`config.mk`:
```
export PLATFORM = sky130hd
export DESIGN_NAME = rtcp_compound_packet_parser
export DESIGN_NICKNAME = d
export VERILOG_FILES = /design/src/rtcpp_pkg.sv /design/src/rtcpp_rec_fifo.sv /design/src/rtcp_compound_packet_parser.sv
export VERILOG_INCLUDE_DIRS = /design/src /design/src/src
export SDC_FILE = /design/constraint.sdc
export NUM_CORES = 1
export LEC_CHECK = 0
export ABC_CLOCK_PERIOD_IN_PS = 12000
export CORE_MARGIN = 2
export CORE_UTILIZATION = 30
export CTS_CLUSTER_DIAMETER = 150
export DETAILED_ROUTE_END_ITERATION = 10
export DONT_BUFFER_PORTS = 1
export HOLD_SLACK_MARGIN = 0.03
export PLACE_DENSITY = 0.51
export SLEW_MARGIN = 20
export SYNTH_ARGS = -nofsm -noshare
export SYNTH_HDL_FRONTEND = slang
export SYNTH_SLANG_ARGS = --single-unit
```
`constraint.sdc`:
```
create_clock -name clk_i -period 12 [get_ports clk_i]
set_input_delay 2.4 -clock clk_i [delete_from_list [all_inputs] [get_ports clk_i]]
set_output_delay 2.4 -clock clk_i [all_outputs]
set_load 0.01 [all_outputs]
```
`src/assert_macros.svh`:
```
// Assertion macros shared by the parser RTL.
`ifndef ASSERT_MACROS_SVH
`define ASSERT_MACROS_SVH

// Check a property on the rising clock edge, disabled while reset is held.
`define RTCPP_ASSERT(lbl, prop) \
  lbl: assert property (@(posedge clk_i) disable iff (!rst_ni) (prop)) \
    else $error("rtcp parser assertion failed");

// Check that an antecedent implies a consequent in the same cycle.
`define RTCPP_ASSERT_IMPL(lbl, ante, cons) \
  lbl: assert property (@(posedge clk_i) disable iff (!rst_ni) (ante) |-> (cons)) \
    else $error("rtcp parser implication failed");

`endif

```
`src/rtcpp_pkg.sv`:
```
// Shared types and constants of the RTCP compound packet parser.
package rtcpp_pkg;

  // Counter and offset sizing
  localparam int unsigned INDEX_BITS  = 8;
  localparam int unsigned OFFSET_BITS = 20;
  localparam int unsigned INDEX_MAX   = (1 << INDEX_BITS) - 1;

  // Record queue sizing
  localparam int unsigned FIFO_DEPTH = 4;
  localparam int unsigned FIFO_PTR_W = $clog2(FIFO_DEPTH);
  localparam int unsigned FIFO_CNT_W = $clog2(FIFO_DEPTH + 1);

  // Record kinds
  localparam logic [4:0] KIND_HEADER    = 5'd0;
  localparam logic [4:0] KIND_SSRC      = 5'd1;
  localparam logic [4:0] KIND_BLK_SSRC  = 5'd7;
  localparam logic [4:0] KIND_FRAC_LOST = 5'd8;
  localparam logic [4:0] KIND_CUM_LOST  = 5'd9;
  localparam logic [4:0] KIND_HIGH_SEQ  = 5'd10;
  localparam logic [4:0] KIND_JITTER    = 5'd11;
  localparam logic [4:0] KIND_LSR       = 5'd12;
  localparam logic [4:0] KIND_DLSR      = 5'd13;
  localparam logic [4:0] KIND_SDES_ITEM = 5'd14;
  localparam logic [4:0] KIND_SDES_TEXT = 5'd15;
  localparam logic [4:0] KIND_BYE_SRC   = 5'd16;
  localparam logic [4:0] KIND_REJECT    = 5'd17;

  // Packet types
  localparam logic [7:0] PT_SR   = 8'd200;
  localparam logic [7:0] PT_RR   = 8'd201;
  localparam logic [7:0] PT_SDES = 8'd202;
  localparam logic [7:0] PT_BYE  = 8'd203;

  // One output record
  typedef struct packed {
    logic [4:0]  kind;
    logic [7:0]  pkt_idx;
    logic [7:0]  item_idx;
    logic [31:0] value;
    logic [1:0]  version;
    logic        padding;
    logic [4:0]  rcount;
    logic [7:0]  ptype;
    logic [7:0]  sdes_type;
    logic        last;
  } record_t;

  // Record queue status
  typedef struct packed {
    logic [FIFO_CNT_W-1:0] count;
    logic                  room2;
  } fifo_status_t;

endpackage

```
`src/rtcpp_rec_fifo.sv`:
```
// Record queue: takes up to two records per cycle, delivers one per cycle while pop_i is high.
module rtcpp_rec_fifo (
  input  logic                   clk_i,
  input  logic                   rst_ni,
  input  logic [1:0]             wr_cnt_i,
  input  rtcpp_pkg::record_t     rec0_i,
  input  rtcpp_pkg::record_t     rec1_i,
  input  logic                   pop_i,
  output rtcpp_pkg::record_t     head_o,
  output logic                   valid_o,
  output rtcpp_pkg::fifo_status_t status_o
);

  rtcpp_pkg::record_t mem_q [rtcpp_pkg::FIFO_DEPTH];

  logic [rtcpp_pkg::FIFO_PTR_W-1:0] wr_ptr_q, wr_ptr_d, wr_ptr_nx;
  logic [rtcpp_pkg::FIFO_PTR_W-1:0] rd_ptr_q, rd_ptr_d;
  logic [rtcpp_pkg::FIFO_CNT_W-1:0] count_q, count_d;
  logic                             pop;

  // Advance pointers and occupancy
  always_comb begin
    pop       = pop_i && (count_q != '0);
    wr_ptr_nx = rtcpp_pkg::FIFO_PTR_W'(wr_ptr_q + 1'b1);
    wr_ptr_d  = rtcpp_pkg::FIFO_PTR_W'(wr_ptr_q + wr_cnt_i);
    rd_ptr_d  = pop ? rtcpp_pkg::FIFO_PTR_W'(rd_ptr_q + 1'b1) : rd_ptr_q;
    count_d   = rtcpp_pkg::FIFO_CNT_W'(count_q + rtcpp_pkg::FIFO_CNT_W'(wr_cnt_i)
                - rtcpp_pkg::FIFO_CNT_W'(pop));
  end

  always_ff @(posedge clk_i or negedge rst_ni) begin
    if (!rst_ni) begin
      wr_ptr_q <= '0;
      rd_ptr_q <= '0;
      count_q  <= '0;
    end else begin
      wr_ptr_q <= wr_ptr_d;
      rd_ptr_q <= rd_ptr_d;
      count_q  <= count_d;
    end
  end

  // Store incoming records
  always_ff @(posedge clk_i) begin
    if (wr_cnt_i != 2'd0) begin
      mem_q[wr_ptr_q] <= rec0_i;
    end
    if (wr_cnt_i == 2'd2) begin
      mem_q[wr_ptr_nx] <= rec1_i;
    end
  end

  assign head_o         = mem_q[rd_ptr_q];
  assign valid_o        = (count_q != '0);
  assign status_o.count = count_q;
  assign status_o.room2 = (count_q <= rtcpp_pkg::FIFO_CNT_W'(rtcpp_pkg::FIFO_DEPTH - 2));

endmodule

```
`src/rtcp_compound_packet_parser.sv`:
```
// Output: the records of an accepted byte are written into the record queue, whose head drives the output.
// Throughput: one datagram byte per cycle while tready is high; a byte that yields two records
// (field plus reject at datagram end) writes both into a four-entry record queue, which
// drops tready when fewer than two slots are free.
// Reset: rst_ni is asynchronous, active low; it clears the parser state and the queue.
`include "assert_macros.svh"

module rtcp_compound_packet_parser (
  input  logic        clk_i,
  input  logic        rst_ni,
  input  logic        s_axis_tvalid_i,
  output logic        s_axis_tready_o,
  input  logic [7:0]  s_axis_tdata_i,   // [7:0] data_byte
  input  logic        s_axis_tlast_i,   // end_of_datagram
  output logic        m_axis_tvalid_o,
  input  logic        m_axis_tready_i,
  // [7:0] packet_index, [15:8] item_index, [47:16] field_value,
  // [49:48] rtcp_version, [50] padding_flag, [55:51] report_count,
  // [63:56] packet_type, [71:64] sdes_type
  output logic [71:0] m_axis_tdata_o,
  output logic [4:0]  m_axis_tuser_o,   // [4:0] record_kind
  output logic        m_axis_tlast_o    // last_of_run
);

  localparam int unsigned IB = rtcpp_pkg::INDEX_BITS;
  localparam int unsigned OB = rtcpp_pkg::OFFSET_BITS;

  typedef enum logic [3:0] {
    PH_HDR, PH_SR, PH_RR, PH_SDES_SRC, PH_SDES_TYPE,
    PH_SDES_LEN, PH_SDES_TEXT, PH_BYE, PH_SKIP
  } phase_e;

  phase_e      phase_q, phase_d;
  logic [17:0] bip_q, bip_d;
  logic [15:0] len_q, len_d;
  logic [31:0] fs_q, fs_d;
  logic [15:0] hdr_q, hdr_d;
  logic [IB-1:0] pkt_q, pkt_d;
  logic [IB-1:0] item_q, item_d;
  logic [7:0]  left_q, left_d;
  logic [4:0]  sub_q, sub_d;
  logic [OB-1:0] dgoff_q, dgoff_d;
  logic [OB-1:0] pso_q, pso_d;
  logic        rej_q, rej_d;

  logic        in_beat;
  logic [7:0]  b;
  logic [17:0] p;
  logic [18:0] bip_inc;
  logic [15:0] len_new;
  logic [2:0]  m3_sum;
  logic [1:0]  len_m3;
  logic        len_ok;
  logic [31:0] acc_v;
  logic [4:0]  kind;
  logic [4:0]  bye_w;
  logic [7:0]  bye8;
  logic        rec0_v, rec1_v;
  rtcpp_pkg::record_t rec0, rec1, rec_a, rec_b;
  logic [1:0]  wr_cnt;

  rtcpp_pkg::record_t      head;
  logic                    head_v;
  rtcpp_pkg::fifo_status_t fifo_st;

  // Residue of a byte modulo three from its base-four digits
  function automatic logic [1:0] mod3_byte(input logic [7:0] v);
    logic [3:0] s;
    logic [1:0] r;
    s = 4'(v[1:0]) + 4'(v[3:2]) + 4'(v[5:4]) + 4'(v[7:6]);
    case (s)
      4'd0, 4'd3, 4'd6, 4'd9, 4'd12: r = 2'd0;
      4'd1, 4'd4, 4'd7, 4'd10:       r = 2'd1;
      4'd2, 4'd5, 4'd8, 4'd11:       r = 2'd2;
      default:                       r = 2'd0;
    endcase
    return r;
  endfunction

  function automatic logic [IB-1:0] sat_inc(input logic [IB-1:0] v);
    return (v == '1) ? v : IB'(v + 1'b1);
  endfunction

  function automatic rtcpp_pkg::record_t make_rec(input logic [4:0] k, input logic [7:0] pi,
                                                  input logic [7:0] ii, input logic [31:0] val,
                                                  input logic [7:0] sdt);
    rtcpp_pkg::record_t r;
    r           = '0;
    r.kind      = k;
    r.pkt_idx   = pi;
    r.item_idx  = ii;
    r.value     = val;
    r.sdes_type = sdt;
    return r;
  endfunction

  assign in_beat         = s_axis_tvalid_i && s_axis_tready_o;
  assign s_axis_tready_o = fifo_st.room2;

  // Parse one byte
  always_comb begin
    b       = s_axis_tdata_i;
    p       = 18'(bip_q - 18'd4);
    bip_inc = 19'(bip_q) + 19'd1;
    len_new = {len_q[15:8], b};
    m3_sum  = 3'(mod3_byte(len_q[15:8])) + 3'(mod3_byte(b));
    len_m3  = (m3_sum >= 3'd3) ? 2'(m3_sum - 3'd3) : m3_sum[1:0];
    if (hdr_q[7:0] == rtcpp_pkg::PT_SR) begin
      len_ok = !len_new[0] && (len_m3 == 2'd0) && (len_new != '0);
    end else if (hdr_q[7:0] == rtcpp_pkg::PT_RR) begin
      len_ok = len_new[0] && (len_m3 == 2'd1);
    end else begin
      len_ok = 1'b1;
    end
    acc_v = {fs_q[23:0], b};
    bye_w = p[6:2];
    bye8  = (int'(bye_w) > int'(rtcpp_pkg::INDEX_MAX)) ? 8'(rtcpp_pkg::INDEX_MAX) : 8'(bye_w);
    kind  = rtcpp_pkg::KIND_HEADER;

    phase_d = phase_q;
    bip_d   = bip_q;
    len_d   = len_q;
    fs_d    = fs_q;
    hdr_d   = hdr_q;
    pkt_d   = pkt_q;
    item_d  = item_q;
    left_d  = left_q;
    sub_d   = sub_q;
    dgoff_d = dgoff_q;
    pso_d   = pso_q;
    rej_d   = rej_q;
    rec0_v  = 1'b0;
    rec1_v  = 1'b0;
    rec0    = '0;
    rec1    = '0;

    if (in_beat) begin
      if (!rej_q) begin
        if (phase_q == PH_HDR) begin
          // Collect the four header bytes, open the packet on the last
          case (bip_q[1:0])
            2'd0: begin
              hdr_d = {b, 8'd0};
              pso_d = dgoff_q;
            end
            2'd1: hdr_d = {hdr_q[15:8], b};
            2'd2: len_d = {b, 8'd0};
            default: begin
              len_d  = len_new;
              rec0_v = 1'b1;
              if (!len_ok) begin
                // Bad report length: reject in place of the header
                rej_d = 1'b1;
                rec0  = make_rec(rtcpp_pkg::KIND_REJECT, 8'(pkt_q), 8'd0,
                                 32'(pso_q), 8'd0);
              end else begin
                rec0         = make_rec(rtcpp_pkg::KIND_HEADER, 8'(pkt_q), 8'd0,
                                        32'(len_new), 8'd0);
                rec0.version = hdr_q[15:14];
                rec0.padding = hdr_q[13];
                rec0.rcount  = hdr_q[12:8];
                rec0.ptype   = hdr_q[7:0];
                fs_d   = '0;
                item_d = '0;
                left_d = '0;
                sub_d  = '0;
                if (hdr_q[7:0] == rtcpp_pkg::PT_SR) begin
                  phase_d = PH_SR;
                end else if (hdr_q[7:0] == rtcpp_pkg::PT_RR) begin
                  phase_d = PH_RR;
                end else if (hdr_q[7:0] == rtcpp_pkg::PT_SDES) begin
                  phase_d = PH_SDES_SRC;
                end else if (hdr_q[7:0] == rtcpp_pkg::PT_BYE) begin
                  phase_d = PH_BYE;
                end else begin
                  phase_d = PH_SKIP;
                end
              end
            end
          endcase
        end else begin
          case (phase_q)
            PH_SR, PH_RR: begin
              fs_d = acc_v;
              if ((phase_q == PH_SR) ? (p < 18'd24) : (p < 18'd4)) begin
                // Sender SSRC and sender info words
                if (p[1:0] == 2'b11) begin
                  kind   = (phase_q == PH_SR) ? 5'(rtcpp_pkg::KIND_SSRC + 5'(p[4:2]))
                                              : rtcpp_pkg::KIND_SSRC;
                  fs_d   = '0;
                  rec0_v = 1'b1;
                  rec0   = make_rec(kind, 8'(pkt_q), 8'd0, acc_v, 8'd0);
                end
              end else begin
                // Report block fields by position within the 24-byte block
                case (sub_q)
                  5'd3:    kind = rtcpp_pkg::KIND_BLK_SSRC;
                  5'd4:    kind = rtcpp_pkg::KIND_FRAC_LOST;
                  5'd7:    kind = rtcpp_pkg::KIND_CUM_LOST;
                  5'd11:   kind = rtcpp_pkg::KIND_HIGH_SEQ;
                  5'd15:   kind = rtcpp_pkg::KIND_JITTER;
                  5'd19:   kind = rtcpp_pkg::KIND_LSR;
                  5'd23:   kind = rtcpp_pkg::KIND_DLSR;
                  default: kind = rtcpp_pkg::KIND_HEADER;
                endcase
                if (kind != rtcpp_pkg::KIND_HEADER) begin
                  fs_d   = '0;
                  rec0_v = 1'b1;
                  rec0   = make_rec(kind, 8'(pkt_q), 8'(item_q), acc_v, 8'd0);
                end
                if (sub_q == 5'd23) begin
                  sub_d  = '0;
                  item_d = sat_inc(item_q);
                end else begin
                  sub_d = 5'(sub_q + 5'd1);
                end
              end
            end
            PH_SDES_SRC: begin
              fs_d = acc_v;
              if (p == 18'd3) begin
                rec0_v  = 1'b1;
                rec0    = make_rec(rtcpp_pkg::KIND_SSRC, 8'(pkt_q), 8'd0, acc_v, 8'd0);
                fs_d    = '0;
                phase_d = PH_SDES_TYPE;
              end
            end
            PH_SDES_TYPE: begin
              if (b == 8'd0) begin
                phase_d = PH_SKIP;
                rec0_v  = 1'b1;
                rec0    = make_rec(rtcpp_pkg::KIND_SDES_ITEM, 8'(pkt_q), 8'(item_q),
                                   32'd0, 8'd0);
              end else begin
                fs_d    = 32'(b);
                phase_d = PH_SDES_LEN;
              end
            end
            PH_SDES_LEN: begin
              rec0_v = 1'b1;
              rec0   = make_rec(rtcpp_pkg::KIND_SDES_ITEM, 8'(pkt_q), 8'(item_q),
                                32'(b), fs_q[7:0]);
              left_d = b;
              if (b == 8'd0) begin
                item_d  = sat_inc(item_q);
                phase_d = PH_SDES_TYPE;
              end else begin
                phase_d = PH_SDES_TEXT;
              end
            end
            PH_SDES_TEXT: begin
              rec0_v = 1'b1;
              rec0   = make_rec(rtcpp_pkg::KIND_SDES_TEXT, 8'(pkt_q), 8'(item_q),
                                32'(b), fs_q[7:0]);
              left_d = 8'(left_q - 8'd1);
              if (left_d == 8'd0) begin
                item_d  = sat_inc(item_q);
                phase_d = PH_SDES_TYPE;
              end
            end
            PH_BYE: begin
              // Only the first report_count words are sources
              if (p[17:2] < 16'(hdr_q[12:8])) begin
                fs_d = acc_v;
                if (p[1:0] == 2'b11) begin
                  rec0_v = 1'b1;
                  rec0   = make_rec(rtcpp_pkg::KIND_BYE_SRC, 8'(pkt_q), bye8, acc_v, 8'd0);
                  fs_d   = '0;
                end
              end
            end
            default: ;
          endcase
        end

        // Close the packet once its length is consumed
        if (!rej_d) begin
          if (bip_inc >= 19'd4 && bip_inc == {17'(len_d) + 17'd1, 2'b00}) begin
            phase_d = PH_HDR;
            bip_d   = '0;
            pkt_d   = sat_inc(pkt_q);
          end else begin
            bip_d = bip_inc[17:0];
          end
        end
      end

      // Datagram end: flag a cut packet, then drop all per-datagram state
      if (s_axis_tlast_i) begin
        if (!rej_d && (phase_d != PH_HDR || bip_d != '0)) begin
          rec1_v = 1'b1;
          rec1   = make_rec(rtcpp_pkg::KIND_REJECT, 8'(pkt_q), 8'd0, 32'(pso_d), 8'd0);
        end
        phase_d = PH_HDR;
        bip_d   = '0;
        len_d   = '0;
        fs_d    = '0;
        hdr_d   = '0;
        pkt_d   = '0;
        item_d  = '0;
        left_d  = '0;
        sub_d   = '0;
        dgoff_d = '0;
        pso_d   = '0;
        rej_d   = 1'b0;
      end else if (dgoff_q != '1) begin
        dgoff_d = OB'(dgoff_q + 1'b1);
      end
    end

    // Order records into the queue and mark the last one
    rec_a = rec0_v ? rec0 : rec1;
    rec_b = rec1;
    wr_cnt = 2'(rec0_v) + 2'(rec1_v);
    rec_a.last = !(rec0_v && rec1_v);
    rec_b.last = 1'b1;
  end

  always_ff @(posedge clk_i or negedge rst_ni) begin
    if (!rst_ni) begin
      phase_q <= PH_HDR;
      bip_q   <= '0;
      len_q   <= '0;
      fs_q    <= '0;
      hdr_q   <= '0;
      pkt_q   <= '0;
      item_q  <= '0;
      left_q  <= '0;
      sub_q   <= '0;
      dgoff_q <= '0;
      pso_q   <= '0;
      rej_q   <= 1'b0;
    end else begin
      phase_q <= phase_d;
      bip_q   <= bip_d;
      len_q   <= len_d;
      fs_q    <= fs_d;
      hdr_q   <= hdr_d;
      pkt_q   <= pkt_d;
      item_q  <= item_d;
      left_q  <= left_d;
      sub_q   <= sub_d;
      dgoff_q <= dgoff_d;
      pso_q   <= pso_d;
      rej_q   <= rej_d;
    end
  end

  rtcpp_rec_fifo u_rec_fifo (
    .clk_i    (clk_i),
    .rst_ni   (rst_ni),
    .wr_cnt_i (wr_cnt),
    .rec0_i   (rec_a),
    .rec1_i   (rec_b),
    .pop_i    (m_axis_tready_i),
    .head_o   (head),
    .valid_o  (head_v),
    .status_o (fifo_st)
  );

  // Drive the output beat from the queue head
  assign m_axis_tvalid_o = head_v;
  assign m_axis_tuser_o  = head.kind;
  assign m_axis_tlast_o  = head.last;
  assign m_axis_tdata_o  = {head.sdes_type, head.ptype, head.rcount, head.padding,
                            head.version, head.value, head.item_idx, head.pkt_idx};

  // A latched reject freezes the parser just after the fourth header byte
  `RTCPP_ASSERT_IMPL(a_rej_frozen, rej_q, (phase_q == PH_HDR && bip_q == 18'd3))
  // A datagram end returns the parser to its idle state
  `RTCPP_ASSERT(a_eod_clears, (in_beat && s_axis_tlast_i) |=>
                (phase_q == PH_HDR && bip_q == '0 && !rej_q && dgoff_q == '0))
  // The queue never holds more than its depth
  `RTCPP_ASSERT(a_fifo_bound, fifo_st.count <= rtcpp_pkg::FIFO_CNT_W'(rtcpp_pkg::FIFO_DEPTH))

endmodule

```
==> results_dict.tcl, run 1 <==
set metrics [dict create \
    rows 103 \
    cts_resized 0 \
    maxSlewHeadroom_pct 25.2 \
    nNetsFinal 2329 \
    rsz0062_at_grt "false" \
    die_area_um2 81700 \
    yosysMostFrequentCell "nand2_1" \
    crit_arrival_ns 9.95 \
    synth_top_area_share_pct 16.3 \
    grt_usage_pct 18.9 \
    clock_latency_ns 0.64 \
    min_period_over_period_pct 78.9 \
    worstHoldStart "u_rec_fifo.mem_q[3][63]" \
    fin_crit_ns 9.46 \
    start_util_pct 30.2 \
    clockBufferDepth 3 \
    postCtsSetupBuffers 0 \
    netlist_top_cells_count "313 x nand2_1, 221 x a22o_1, 192 x dfxtp_1, 174 x o21ai_0, 155 x dfrtp_1" \
    synthArstFlopShare_pct 33.2 \
    yosysSeqAreaShare_pct 47.5 \
    leakage_nw 9.85 \
    setup_tns_ns 0 \
    cp_max_fo 15 \
    die_h_um 286 \
    htreeDepth 2 \
    vdd_drop_max_mv 0.117 \
    synth_ff_type "dfxtp_1" \
    grt_max_degree 156 \
    synth_nets 2394 \
    path_buf_inv 4 \
    drtIter0Drc 1869 \
    status "finished clean" \
    reg2reg_depth 28 \
    synth_edf_count 120 \
    crit_start "s_axis_tdata_i[1]" \
    dpl_cell_area_um2 24900 \
    n_antenna_cell 0 \
    ys_warn_count 0 \
    grt_pass1_vias 18679 \
    grt_antenna_before_repair 1 \
    ioPinCount 93 \
    final_area_um2 26600 \
    drive_above_1_share_pct 10.5 \
    syn_to_final_growth_pct 11.7 \
    vias_per_cell 5.67 \
    hold_end "u_rec_fifo.mem_q[3][63]" \
    critical_path_class "in -> reg" \
    synth.distinct_cells 84 \
    port_buffers 0 \
    vias 19053 \
    start_kind "primary input" \
    drt_wl_total_um 78300 \
    critPathRequiredTime_ns 12.48 \
    worstSetupEndpointType "register" \
    place_congestion 0.901 \
    min_path_type "reg -> reg" \
    cellPowerDensity_nw_per_um2 209 \
    power.total_mw 5.56 \
    r2r-start "len_q[9]" \
    ant_nets 0 \
    rrSetupSlack_ns 3.69 \
    synth_top_area_cell "dfrtp_1" \
    cts_tree "done" \
    final_core_util_pct 33.8 \
    reg2reg_to "u_rec_fifo.mem_q[3][70]" \
    cts.sinks 467 \
    drc 0 \
    firstDrtPassIters 5 \
    worst_pin_slew_ns 1.12 \
    syn_inst 2333 \
    slowest_stage "nor2_1" \
    fmax_mhz 106 \
    wire_per_inst_um 23.3 \
    clkTransAtPathRegs_ns 0.06 \
    whs_path_depth 2 \
    synth_area_per_cell_um2 10.2 \
    cts-hold-fix-buffers 0 \
    numCtsBuffers 52 \
    dpl.hpwl_um 54500 \
    die_w_um 286 \
    synth-seq-cells 467 \
    slew_viol_final 0 \
    cp_top_family "simple AND/OR/NAND/NOR gates" \
    hold_viol_final 0 \
    skew_ns 0.0605 \
    synth.top_cells.by_area "dfrtp_1 16%, dfxtp_1 16%, edfxtp_1 15%" \
    cpPeakStageDelay_ns 0.96 \
    max_cap_viol_count 0 \
    grt_first_pass_wirelength_um 120000 \
    syn_area_um2 23800 \
    setup_viol_count_final 0 \
    cts_root_buffer "clkbuf_16" \
    grt_overflow 0 \
    core_um2 78900 \
]
[registers in the layout, summed over array words and instances (netlist names)]
signal	flops
u_rec_fifo.rd_ptr_q	2
fs_q	24
dgoff_q	20
bip_q	18
pkt_q	8
u_rec_fifo.count_q	3
len_q	16
u_rec_fifo.wr_ptr_q	2
hdr_q	16
rej_q	1
left_q	8
u_rec_fifo.mem_q	312
phase_q	4
pso_q	20
item_q	8
sub_q	5
[placed cells by master (no fill, tap or decap), types with 40 or more instances in the layout]
cell       instances
a21oi_1           65
a22o_1           221
clkbuf_16         54
dfrtp_1          153
dfxtp_1          192
edfxtp_1         120
inv_1             55
mux4_2            78
nand2_1          311
nand3_1           55
nor2_1           141
nor3_1            40
o21ai_0          173
o22ai_1           56
[power by group]
group,switching (mW),total (mW),internal [mW]
combinational,1.16,1.84,0.678
sequential,0.317,2.11,1.79
clock,0.699,1.61,0.907
[final cells by class]
type                       count  area, µm²
clock buffer                  71       1460
clock inverter                27        274
fill                        7963      52300
inverter                      59        221
multi-input combinational   1652      11800
sequential                   467      11300
tap                         1050       1310
timing repair buffer          36        270
[routing by layer]
layer	track usage (%)	vias up	wire (µm)
li1	-	8594	-
met1	26.5	9633	35100
met5	0	-	15
met2	30.1	714	36400
met4	5.10	2	1850
met3	3.05	110	4950
[worst max path at each step]
stage,to,slack [ns],cells after the start
3_3_place_gp,u_rec_fifo.mem_q[3][70],2.18,29
5_1_grt,u_rec_fifo.mem_q[3][67],2.14,29
4_1_cts,u_rec_fifo.mem_q[3][70],2.70,29
2_1_floorplan,u_rec_fifo.mem_q[2][66],2.97,32
3_5_place_dp,u_rec_fifo.mem_q[3][70],2.04,29
6_report,u_rec_fifo.mem_q[3][70],2.54,29
[stage by stage]
stage | std cells | hold slack (ns) | setup slack [ns]
floorplan | 2333 | 0.420 | 2.97
global placement | 3263 | 0.428 | 2.18
detailed placement | 3263 | 0.439 | 2.04
CTS | 3361 | 0.454 | 2.70
global route | 3362 | 0.477 | 2.14
finish | 3362 | 0.456 | 2.54
[tightest hold or removal path, cell delays in order, from the launching register on]
cell     delay, ns
dfxtp_1       0.32
nand2_1       0.04
o21ai_0       0.06
[cell families (layout without fill, tap and decap cells)]
family                     Yosys count  after routing  synth area share [%]
and+or+nand+nor                    747            747                  14.7
AOI/OAI and AO/OA                  702            702                  21.0
DFF                                467            467                  47.5
buffers and inverters              214            193                  3.42
muxes                               93             93                  8.01
xor gates and xnor gates            62             62                  2.51
adders and majority gates           48             48                  2.84
(Power assumes the default switching activity.)
==> inputs of run 2 (changes only) <==
Settings changed: ABC_CLOCK_PERIOD_IN_PS 12000 to 9600.
Clock period 12 ns to 9.6 ns, I/O delays scaled along.
==> results_dict.tcl, run 2 (same netlist as run 1, synthesis figures left out) <==
set metrics [dict create \
    status "finished clean" \
    min_period_over_period_pct 89.5 \
    slew_viol_final 0 \
    critical_path_class "in -> reg" \
    n_fill_cell 7917 \
    top_regs "u_rec_fifo.mem_q: 312 flops, fs_q: 24 flops" \
    drt_wl_total_um 78900 \
    grt_usage_pct 18.9 \
    start_util_pct 30.2 \
    cpPeakStageDelay_ns 0.67 \
    clkTransAtPathRegs_ns 0.06 \
    start_kind "primary input" \
    setup_tns_ns 0 \
    cts_resized 0 \
    largest_reg_flops 312 \
    multi_input_area_um2 11700 \
    reg2reg_depth 27 \
    skew_ns 0.0343 \
    n_antenna_cell 0 \
    rsz0062_at_grt "false" \
    cp_max_fo 11 \
    grt_first_pass_wirelength_um 120000 \
    grt_max_degree 156 \
    drtIter0Drc 1738 \
    cts_tree "done" \
    grt_pass1_vias 18767 \
    hold_end "u_rec_fifo.mem_q[2][57]" \
    min_path_type "reg -> reg" \
    die_area_um2 81700 \
    syn_to_final_growth_pct 12.4 \
    port_buffers 0 \
    clockBufferDepth 3 \
    critPathRequiredTime_ns 9.92 \
    worstSetupEndpointType "register" \
    fmax_mhz 116 \
    vias_per_cell 5.68 \
    worst_pin_slew_ns 1.05 \
    fin_crit_ns 8.59 \
    ant_nets 0 \
    rows 103 \
    clock_latency_ns 0.61 \
    crit_arrival_ns 8.91 \
    slowest_stage "o21ai_1" \
    max_cap_viol_count 0 \
    cts.sinks 467 \
    setup_ws_ns 1.01 \
    hold_viol_final 0 \
    ff_latch_area_um2 11300 \
    htreeDepth 2 \
    reg2reg_to "u_rec_fifo.mem_q[1][36]" \
    die_h_um 286 \
    final_common_cell "nand2_1" \
    wire_per_inst_um 23.3 \
    dpl.hpwl_um 54700 \
    drc 0 \
    cts-hold-fix-buffers 0 \
    cellPowerDensity_nw_per_um2 262 \
    firstDrtPassIters 5 \
    core_um2 78900 \
    die_w_um 286 \
    worstHoldStart "u_rec_fifo.mem_q[2][57]" \
    ioPinCount 93 \
    maxSlewHeadroom_pct 29.9 \
    power.total_mw 7.03 \
    grt_overflow 0 \
    whs_path_depth 2 \
    dp_slack_ns 0.493 \
    drive_above_1_share_pct 11.2 \
    place_congestion 0.920 \
    timing.hold.ws_ns 0.453 \
    vdd_drop_max_mv 0.140 \
    cts_root_buffer "clkbuf_16" \
    regMostFlops "u_rec_fifo.mem_q" \
    final_cell_mix "311 x nand2_1, 221 x a22o_1, 192 x dfxtp_1" \
    numCtsBuffers 52 \
    grt_antenna_before_repair 1 \
    r2r-start "len_q[11]" \
    vias 19221 \
    setup_viol_count_final 0 \
    postCtsSetupBuffers 0 \
    nNetsFinal 2349 \
    rrSetupSlack_ns 1.70 \
    final_core_util_pct 34.0 \
    leakage_nw 9.96 \
]
[run 2: layout make-up]
type	count	area share (%)
clock inverter	30	1.19
multi-input combinational	1652	43.8
timing repair buffer	56	1.57
sequential	467	42.3
inverter	59	0.827
tap	1050	4.90
clock buffer	68	5.42
[run 2: worst max-delay path: cells and delay by family]
family,cells,cell delay [ns]
AO/OA/AOI/OAI,11,2.83
adder cells (fa/ha/maj),8,2.94
buffers and inverters,5,0.58
AND/OR/NAND/NOR,4,0.59
[run 2: how the worst max path moves through the flow]
stage | startpoint | end | slack (ns) | cells past startpoint
global placement | s_axis_tdata_i[1] | u_rec_fifo.mem_q[3][77] | 0.63 | 27
floorplan | s_axis_tdata_i[1] | u_rec_fifo.mem_q[2][66] | 1.05 | 32
finish | s_axis_tdata_i[1] | u_rec_fifo.mem_q[1][36] | 1.01 | 28
CTS | s_axis_tdata_i[1] | u_rec_fifo.mem_q[3][38] | 1.11 | 27
global route | s_axis_tdata_i[1] | u_rec_fifo.mem_q[0][12] | 0.69 | 28
detailed placement | s_axis_tdata_i[1] | u_rec_fifo.mem_q[3][38] | 0.49 | 27
[run 2: per-layer routing]
layer | track usage [%] | wire (µm) | vias up
li1 | - | - | 8640
met4 | 5.17 | 1980 | 2
met5 | 0 | 16 | -
met1 | 26.0 | 34400 | 9749
met2 | 30.7 | 37000 | 729
met3 | 3.37 | 5480 | 101
[run 2: report_power, final]
| part | leakage [nW] | total (mW) | switching, mW | internal (mW) |
|---|---|---|---|---|
| logic | 4.34 | 2.34 | 1.49 | 0.856 |
| registers | 4.76 | 2.64 | 0.395 | 2.24 |
| clock network | 0.861 | 2.05 | 0.864 | 1.19 |
| total | 9.96 | 7.03 | 2.75 | 4.28 |
[run 2: stage by stage]
step | instances | cell area, µm²
final | 3382 | 26800
after global routing | 3382 | 26800
after CTS | 3382 | 26800
after detailed placement | 3284 | 25000
after global placement | 3284 | 25000
after floorplan | 2333 | 23800
